<file path="src/sv/obpe_pkg.sv">
// Shared types and constants for the oscillometric blood-pressure estimator.
package obpe_pkg;

  localparam int SAMPLE_W = 16;
  localparam int PERIOD_W = 10;
  localparam int BEAT_W   = 11;
  localparam int RUN_W    = 24;
  localparam int RATE_W   = 16;
  localparam int DIA_W    = 18;
  localparam int CFG_W    = 16;
  localparam int OUT_W    = 64;

  localparam logic [RUN_W-1:0]    RUN_MAX   = {RUN_W{1'b1}};
  localparam logic [BEAT_W-1:0]   BEAT_MAX  = {BEAT_W{1'b1}};
  localparam logic [PERIOD_W-1:0] MS_PER_S  = 10'd1000;

  // SEC_RECIP is ceil(2^32/1000); (x*SEC_RECIP) >> SEC_SHIFT equals x/1000 for any x below 2^22.
  localparam int                 RECIP_W   = 23;
  localparam int                 SEC_SHIFT = 32;
  localparam logic [RECIP_W-1:0] SEC_RECIP = 23'd4294968;

  localparam logic [PERIOD_W-1:0] PERIOD_RST  = 10'd120;
  localparam logic [SAMPLE_W-1:0] CEILING_RST = 16'd150;

  // Configuration register indexes.
  localparam logic CFG_PERIOD  = 1'b0;
  localparam logic CFG_CEILING = 1'b1;

  // Run summary that the tracker hands to the result sequencer.
  typedef struct packed {
    logic [BEAT_W-1:0]   beats;
    logic [SAMPLE_W-1:0] systolic;
    logic [SAMPLE_W-1:0] mean;
  } obpe_stat_t;

endpackage

</file>
<file path="src/sv/obpe_divider.sv">
// Restoring divider, one quotient bit per cycle.
module obpe_divider #(
  parameter int DIV_W = 20
) (
  input  logic             clk,
  input  logic             rst_n,
  input  logic             start,
  input  logic [DIV_W-1:0] dividend,
  input  logic [DIV_W-1:0] divisor,
  output logic             done,
  output logic [DIV_W-1:0] quotient
);

  localparam int CNT_W = $clog2(DIV_W);

  logic             busy_r;
  logic             done_r;
  logic [CNT_W-1:0] cnt_r;
  logic [DIV_W-1:0] quo_r;
  logic [DIV_W-1:0] rem_r;
  logic [DIV_W-1:0] dsr_r;
  logic [DIV_W:0]   shifted;
  logic [DIV_W:0]   diff;
  logic             ge;

  // The partial remainder shifts in the next dividend bit from the top of quo_r.
  assign shifted = {rem_r, quo_r[DIV_W-1]};
  assign diff    = shifted - {1'b0, dsr_r};
  assign ge      = ~diff[DIV_W];

  always_ff @(posedge clk) begin
    if (!rst_n) begin
      busy_r <= 1'b0;
      done_r <= 1'b0;
      cnt_r  <= '0;
    end else if (start) begin
      busy_r <= 1'b1;
      done_r <= 1'b0;
      cnt_r  <= '0;
    end else if (busy_r) begin
      cnt_r <= cnt_r + CNT_W'(1);
      if (cnt_r == CNT_W'(DIV_W - 1)) begin
        busy_r <= 1'b0;
        done_r <= 1'b1;
      end
    end else begin
      done_r <= 1'b0;
    end
  end

  always_ff @(posedge clk) begin
    if (start) begin
      quo_r <= dividend;
      dsr_r <= divisor;
      rem_r <= '0;
    end else if (busy_r) begin
      quo_r <= {quo_r[DIV_W-2:0], ge};
      rem_r <= ge ? diff[DIV_W-1:0] : shifted[DIV_W-1:0];
    end
  end

  assign done     = done_r;
  assign quotient = quo_r;

endmodule

</file>
<file path="src/sv/obpe_tracker.sv">
// Per-sample beat detection, run sums and systolic/mean tracking.
module obpe_tracker #(
  parameter int MAX_SAMPLES = 1024,
  parameter int IDX_W       = 10
) (
  input  logic                          clk,
  input  logic                          rst_n,
  input  logic                          take,
  input  logic                          clear,
  input  logic [obpe_pkg::SAMPLE_W-1:0] sample,
  input  logic [obpe_pkg::SAMPLE_W-1:0] ceiling,
  output obpe_pkg::obpe_stat_t          stat,
  output logic [IDX_W-1:0]              span
);

  localparam int CNT_W = IDX_W + 1;

  logic [obpe_pkg::SAMPLE_W-1:0] prev_r;
  logic [CNT_W-1:0]              idx_r;
  logic                          rising_r;
  logic [obpe_pkg::BEAT_W-1:0]   beats_r;
  logic [IDX_W-1:0]              first_r;
  logic [IDX_W-1:0]              latest_r;
  logic [obpe_pkg::SAMPLE_W-1:0] sys_r;
  logic [obpe_pkg::RUN_W-1:0]    run_r;
  logic [obpe_pkg::RUN_W-1:0]    big_r;
  logic [obpe_pkg::SAMPLE_W-1:0] mean_r;

  logic                          room;
  logic                          active;
  logic [obpe_pkg::SAMPLE_W:0]   diff;
  logic                          fall;
  logic [CNT_W-1:0]              idx_m1;
  logic [obpe_pkg::RUN_W:0]      sum;
  logic [obpe_pkg::RUN_W-1:0]    run_nxt;

  assign room    = idx_r < CNT_W'(MAX_SAMPLES);
  assign active  = (idx_r != '0) && (sample < ceiling);
  assign diff    = {1'b0, sample} - {1'b0, prev_r};
  assign fall    = diff[obpe_pkg::SAMPLE_W];
  assign idx_m1  = idx_r - CNT_W'(1);
  assign sum     = {1'b0, run_r} + (obpe_pkg::RUN_W + 1)'(diff[obpe_pkg::SAMPLE_W-1:0]);
  assign run_nxt = sum[obpe_pkg::RUN_W] ? obpe_pkg::RUN_MAX : sum[obpe_pkg::RUN_W-1:0];

  always_ff @(posedge clk) begin
    if (!rst_n) begin
      sys_r <= '0;
    end else if (take && room && active && fall && rising_r && (beats_r == '0)) begin
      sys_r <= prev_r;
    end
  end

  always_ff @(posedge clk) begin
    if (!rst_n || clear) begin
      prev_r   <= '0;
      idx_r    <= '0;
      rising_r <= 1'b0;
      beats_r  <= '0;
      first_r  <= '0;
      latest_r <= '0;
      run_r    <= '0;
      big_r    <= '0;
      mean_r   <= '0;
    end else if (take && room) begin
      prev_r <= sample;
      idx_r  <= idx_r + CNT_W'(1);
      if (active) begin
        if (fall) begin
          // A fall after a rise marks a beat at the previous sample.
          if (rising_r) begin
            if (beats_r == '0) begin
              first_r <= idx_m1[IDX_W-1:0];
            end
            if (beats_r != obpe_pkg::BEAT_MAX) begin
              beats_r <= beats_r + obpe_pkg::BEAT_W'(1);
            end
            latest_r <= idx_m1[IDX_W-1:0];
          end
          if (run_r > big_r) begin
            big_r  <= run_r;
            mean_r <= prev_r;
          end
          run_r    <= '0;
          rising_r <= 1'b0;
        end else begin
          run_r <= run_nxt;
          if (diff != '0) begin
            rising_r <= 1'b1;
          end
        end
      end
    end
  end

  assign stat.beats    = beats_r;
  assign stat.systolic = sys_r;
  assign stat.mean     = mean_r;
  assign span          = latest_r - first_r;

endmodule

</file>
<file path="src/sv/oscillometric_bp_estimator.sv">
// Top level of the oscillometric blood-pressure estimator: stream ports and result sequencer.
// A sample without tlast leaves the block idle and ready for the next sample.
// A sample with tlast drops in_tready while the sequencer registers the product, scales it
// by the reciprocal, then runs the one-bit-per-cycle divider, which a zero interval skips;
// DIV_W = max(clog2(MAX_SAMPLES)+1, 17). An earlier result not yet taken holds it up too.
// Synchronous active-low reset clears the run, the sequencer and the configuration registers to defaults.
module oscillometric_bp_estimator #(
  parameter int MAX_SAMPLES = 1024
) (
  input  logic                        clk,
  input  logic                        rst_n,
  input  logic                        cfg_we,
  input  logic                        cfg_addr,
  input  logic [obpe_pkg::CFG_W-1:0]  cfg_wdata,
  input  logic                        in_tvalid,
  output logic                        in_tready,
  input  logic [15:0]                 in_tdata,   // [15:0] sample
  input  logic                        in_tlast,
  output logic                        out_tvalid,
  input  logic                        out_tready,
  output logic [obpe_pkg::OUT_W-1:0]  out_tdata,  // [15:0] heart_rate_bpm, [31:16] systolic_mmhg,
                                                  // [49:32] diastolic_mmhg, [60:50] beat_count
  output logic                        out_tuser   // [0] rate_valid
);

  localparam int IDX_W   = $clog2(MAX_SAMPLES);
  localparam int PROD_W  = IDX_W + obpe_pkg::PERIOD_W;
  localparam int FULL_W  = PROD_W + obpe_pkg::RECIP_W;
  localparam int SEC_W   = FULL_W - obpe_pkg::SEC_SHIFT;
  localparam int SCALE_W = obpe_pkg::BEAT_W + 6;
  localparam int DIV_W   = (SEC_W > SCALE_W) ? SEC_W : SCALE_W;

  typedef enum logic [2:0] {
    S_IDLE,
    S_MUL,
    S_SEC,
    S_RATE,
    S_FIN
  } state_t;

  state_t state_r;

  logic [obpe_pkg::PERIOD_W-1:0] period_r;
  logic [obpe_pkg::SAMPLE_W-1:0] ceil_r;
  logic [PROD_W-1:0]             prod_r;
  logic [obpe_pkg::RATE_W-1:0]   rate_r;
  logic                          valid_r;
  logic                          out_valid_r;
  logic [obpe_pkg::OUT_W-1:0]    out_data_r;
  logic                          out_user_r;

  logic                          in_acc;
  logic                          clear;
  logic                          slot_free;
  obpe_pkg::obpe_stat_t          stat;
  logic [IDX_W-1:0]              span;
  logic [PROD_W-1:0]             prod;
  logic [FULL_W-1:0]             sec_full;
  logic [SEC_W-1:0]              sec;
  logic [DIV_W-1:0]              scaled;
  logic                          div_start;
  logic [DIV_W-1:0]              div_dividend;
  logic [DIV_W-1:0]              div_divisor;
  logic                          div_done;
  logic [DIV_W-1:0]              div_quo;
  logic signed [18:0]            tri_s;
  logic signed [18:0]            adj_s;
  logic [obpe_pkg::DIA_W-1:0]    dia;

  assign in_tready = (state_r == S_IDLE);
  assign in_acc    = in_tvalid && in_tready;
  assign slot_free = !out_valid_r || out_tready;
  assign clear     = (state_r == S_FIN) && slot_free;

  always_ff @(posedge clk) begin
    if (!rst_n) begin
      period_r <= obpe_pkg::PERIOD_RST;
      ceil_r   <= obpe_pkg::CEILING_RST;
    end else if (cfg_we) begin
      case (cfg_addr)
        obpe_pkg::CFG_PERIOD:  period_r <= cfg_wdata[obpe_pkg::PERIOD_W-1:0];
        obpe_pkg::CFG_CEILING: ceil_r   <= cfg_wdata[obpe_pkg::SAMPLE_W-1:0];
        default: ;
      endcase
    end
  end

  obpe_tracker #(
    .MAX_SAMPLES (MAX_SAMPLES),
    .IDX_W       (IDX_W)
  ) u_tracker (
    .clk     (clk),
    .rst_n   (rst_n),
    .take    (in_acc),
    .clear   (clear),
    .sample  (in_tdata),
    .ceiling (ceil_r),
    .stat    (stat),
    .span    (span)
  );

  // Interval in seconds is span*period/1000; the rate is beats*60/interval.
  assign prod     = PROD_W'(span) * PROD_W'(period_r);
  assign sec_full = FULL_W'(prod_r) * FULL_W'(obpe_pkg::SEC_RECIP);
  assign sec      = sec_full[FULL_W-1:obpe_pkg::SEC_SHIFT];
  assign scaled   = DIV_W'({stat.beats, 6'b0}) - DIV_W'({stat.beats, 2'b0});

  always_comb begin
    div_start    = 1'b0;
    div_dividend = scaled;
    div_divisor  = DIV_W'(sec);
    case (state_r)
      S_SEC:   div_start = (sec != '0);
      default: ;
    endcase
  end

  obpe_divider #(
    .DIV_W (DIV_W)
  ) u_divider (
    .clk      (clk),
    .rst_n    (rst_n),
    .start    (div_start),
    .dividend (div_dividend),
    .divisor  (div_divisor),
    .done     (div_done),
    .quotient (div_quo)
  );

  // Diastolic is (3*mean - systolic)/2 with the halving rounded toward zero.
  assign tri_s = signed'({3'b000, stat.mean}) + signed'({2'b00, stat.mean, 1'b0})
               - signed'({3'b000, stat.systolic});
  assign adj_s = tri_s + signed'({18'b0, tri_s[18]});
  assign dia   = adj_s[18:1];

  always_ff @(posedge clk) begin
    if (!rst_n) begin
      state_r     <= S_IDLE;
      out_valid_r <= 1'b0;
    end else begin
      if (out_valid_r && out_tready && !clear) begin
        out_valid_r <= 1'b0;
      end
      case (state_r)
        S_IDLE: begin
          if (in_acc && in_tlast) begin
            state_r <= S_MUL;
          end
        end
        S_MUL: begin
          prod_r  <= prod;
          state_r <= S_SEC;
        end
        S_SEC: begin
          if (sec == '0) begin
            rate_r  <= '0;
            valid_r <= 1'b0;
            state_r <= S_FIN;
          end else begin
            state_r <= S_RATE;
          end
        end
        S_RATE: begin
          if (div_done) begin
            rate_r  <= (|div_quo[DIV_W-1:obpe_pkg::RATE_W]) ? {obpe_pkg::RATE_W{1'b1}}
                                                           : div_quo[obpe_pkg::RATE_W-1:0];
            valid_r <= 1'b1;
            state_r <= S_FIN;
          end
        end
        S_FIN: begin
          if (slot_free) begin
            out_valid_r <= 1'b1;
            out_data_r  <= {3'b000, stat.beats, dia, stat.systolic, rate_r};
            out_user_r  <= valid_r;
            state_r     <= S_IDLE;
          end
        end
        default: state_r <= S_IDLE;
      endcase
    end
  end

  assign out_tvalid = out_valid_r;
  assign out_tdata  = out_data_r;
  assign out_tuser  = out_user_r;

endmodule

</file>
<file path="config.mk">
export PLATFORM = sky130hd
export DESIGN_NAME = oscillometric_bp_estimator
export DESIGN_NICKNAME = d
export VERILOG_FILES = /design/src/sv/obpe_pkg.sv /design/src/sv/obpe_divider.sv /design/src/sv/obpe_tracker.sv /design/src/sv/oscillometric_bp_estimator.sv
export SDC_FILE = /design/constraint.sdc
export NUM_CORES = 1
export LEC_CHECK = 0
export ABC_AREA = 1
export BUFFER_PORTS_ARGS = -buffer_cell sky130_fd_sc_hd__buf_2
export CORE_AREA = 2 2 227 229
export CTS_CLUSTER_DIAMETER = 50
export DETAILED_ROUTE_END_ITERATION = 8
export DIE_AREA = 0 0 229 231
export HOLD_SLACK_MARGIN = 0.15
export PLACE_DENSITY = 0.83
export SLEW_MARGIN = 20
export SYNTH_ARGS = -nofsm -noshare
export SYNTH_HDL_FRONTEND = slang
export SYNTH_SLANG_ARGS = --single-unit
</file>
<file path="constraint.sdc">
create_clock -name clk -period 6.5 [get_ports clk]
set_clock_uncertainty 0.15 [all_clocks]
set_input_delay 0.975 -clock clk [delete_from_list [all_inputs] [get_ports clk]]
set_output_delay 0.975 -clock clk [all_outputs]
set_load 0.05 [all_outputs]
</file>
==> flow_summary.yaml <==
power_and_ir_drop:
  leakage_nw: 14.9
  peakVddDrop_uv: 651
  powerDensity_mw_per_mm2: 503
  fin_total_pwr_w: 0.0153
logic_synthesis:
  synth.ff_latch_count: 320
  yosysMostFrequentCell: "nand2_1"
  synth_top_cells_by_area: "ha_1 16%, dfxtp_1 14%, edfxtp_1 14%, fa_1 12%, nand2_1 10%"
  synth_cell_type_count: 64
  synth_common_cells: "735 x nand2_1, 680 x inv_1, 347 x ha_1, 287 x a21oi_1, 255 x nor2_1"
  syn_area_sq_mm: 0.0275
  ys_seq_area_share_pct: 27.9
  synth.yosys.warnings: 0
  ys.flop_type: "dfxtp_1"
  synth_edf_count: 127
  async_flop_share_pct: 0
  yosys.area.top_type_share_pct: 15.8
  synth_cells: 3488
  syn_area_per_cell_sq_um: 7.90
  yosysTopAreaCell: "ha_1"
floorplanning:
  fp.dieArea_sq_mm: 0.0529
  dieHeight_um: 231
  die_w_um: 229
  fp.coreArea_sq_mm: 0.0507
  rows: 83
  start_util_pct: 54.3
  ios: 106
sta:
  min_period_over_period_pct: 97.4
  worst_pin_slew_ns: 1.10
  hold_viol: 0
  max_slew_margin_pct: 26.3
  setup_tns_ns: 0
  drv_slew: 0
  finalSetupViolations: 0
  fmax_mhz: 158
  min_period_ns: 6.33
placed_design:
  io_buffer_count: 102
  gp_congestion: 0.999
  place_inst: 4225
  placed_cell_area_sq_mm: 0.0288
  hpwl_mm: 51.4
setup_path:
  rr_startpoint: "u_tracker.latest_r[0]"
  crit_type: "reg -> reg"
  cp_max_fo: 4
  arrival_ns: 6.47
  reg2reg_to: "prod_r[16]"
  crit_slowest_cell: "fa_1"
  cp_common_cell: "fa_1"
  reg2reg_slack_ns: 0.17
  crit_path_end_kind: "flop"
  reg2regPathDepth: 30
  critPathBufInv: 4
  cp.required_ns: 6.64
  start_kind: "flop"
  critical_path.top_delay_family: "adder cells"
  cpPeakStageDelay_ns: 0.58
drt:
  drt_iter0_drc: 1760
  totalWireLength_mm: 66.5
  vias_per_cell: 5.38
  num_vias: 23224
  firstDrtPassIters: 7
  drc: 0
  routedWlPerCell_um: 15.4
  ant_nets: 0
final_layout:
  ff_latch_area_sq_mm: 0.00768
  n_fill_cell: 4388
  area_growth_pct: 10.4
  fin_area_sq_mm: 0.0304
  layoutNonFillerInstCount: 4313
  drive_above_1_share_pct: 9.66
  multi_input_area_sq_mm: 0.0172
  diodes: 0
  nets: 4158
  utilization_pct: 60.0
worst_hold_path:
  hold_class: "reg -> reg"
  whs_endpoint: "out_tuser"
  hp-start: "valid_r"
  hold_depth: 0
global_routing:
  grt-ovfl-total: 0
  grt_max_degree: 99
  grt_antenna_before_repair: 0
  grt_pass1_wl_mm: 108
  grt_pass1_vias: 22309
  grtUsageTotal_pct: 24.7
clocking:
  cts_sinks: 320
  cts_hold_buf: 0
  cts_tree: "built"
  cts-root-buf: "clkbuf_16"
  cts_buffers: 37
  clockBufferDepth: 3
  insertion_delay_ns: 0.54
  htree_levels: 2
  clk_pin_slew_ns: 0.06
run:
  maxCapViolations: 0
outcome:
  status: "complete, no violations"
## state kept, by name, indices dropped and copies added, names as in the netlist, 16 cells and up
signal / flops
u_tracker.mean_r: 16
u_divider.quotient: 17
prod_r: 20
u_tracker.sys_r: 16
u_tracker.run_r: 24
u_tracker.big_r: 24
ceil_r: 16
u_divider.rem_r: 17
u_tracker.prev_r: 16
out_tdata: 61
rate_r: 16
## per-layer routing
layer | vias to the layer above | GRT usage [%] | wire length [um]
li1 | 11392 | - | -
met1 | 10909 | 33.9 | 29400
met2 | 779 | 40.8 | 30900
met3 | 144 | 3.21 | 4360
met4 | 0 | 7.59 | 1850
met5 | - | 0 | 0
## cell usage in the layout (no fill, tap or decap), types with 47 or more instances in the layout
master / n
fa_1: 166
xor2_1: 82
nor2_1: 248
buf_2: 102
buf_4: 47
a21oi_1: 277
nand2_1: 729
edfxtp_1: 127
inv_1: 673
nand4_1: 58
dfxtp_1: 189
ha_1: 337
o21ai_0: 113
nand3_1: 87
## area by class of cell
| type | instances | share of cell area (%) |
|---|---|---|
| clock inverter | 21 | 0.555 |
| sequential | 320 | 25.3 |
| tap | 680 | 2.80 |
| timing repair buffer | 152 | 3.02 |
| multi-input combinational | 2401 | 56.4 |
| clock buffer | 46 | 3.39 |
| inverter | 693 | 8.57 |
## what timing repair did
action	4_1_cts	5_1_grt
resized for setup	5	60
setup buffers	1	20
setup endpoints to repair	4	89
gates cloned	0	0
pin swaps	1	37
## logic make-up after synthesis
kind of cell             synth area share, %
buffers and inverters                   10.8
adder cells (fa/ha/maj)                 27.9
AND/OR/NAND/NOR                         19.4
flip-flops                              27.9
other                                 0.0136
XOR/XNOR                                3.46
AO/OA/AOI/OAI                           10.6
## report_power, final
group / leakage, nW / switching (W) / internal (W)
registers: 2.78 / 0.000206 / 0.00242
clock network: 0.586 / 0.000871 / 0.00118
logic: 11.5 / 0.00695 / 0.00366
## per-stage QoR
step	setup WS (ns)	hold slack, ns
finish	0.170	0.268
CTS	0.000246	0.268
global placement	0.113	0.252
floorplan	0.124	0.250
global route	-0.0999	0.278
detailed placement	-0.0933	0.255
## worst max path at each step
stage                                      from          to  slack, ns  cells past startpoint
final                     u_tracker.latest_r[0]  prod_r[16]       0.17                     30
after global routing      u_tracker.latest_r[0]  prod_r[16]       -0.1                     30
after CTS                 u_tracker.latest_r[0]  prod_r[19]     0.0002                     30
after detailed placement   u_tracker.first_r[2]  prod_r[17]      -0.09                     30
after global placement     u_tracker.first_r[2]  prod_r[17]       0.11                     30
after floorplan           u_tracker.latest_r[0]  prod_r[16]       0.12                     30
## worst reg2reg max path, delay by kind of cell (launching register included)
family                     cells  cell delay (ns)
DFF                            1             0.32
and+or+nand+nor                9             0.84
AOI/OAI and AO/OA              8             1.10
adders and majority gates      8             3.31
buffers and inverters          4             0.20
xor gates and xnor gates       1             0.15
(Power assumes the default switching activity.)
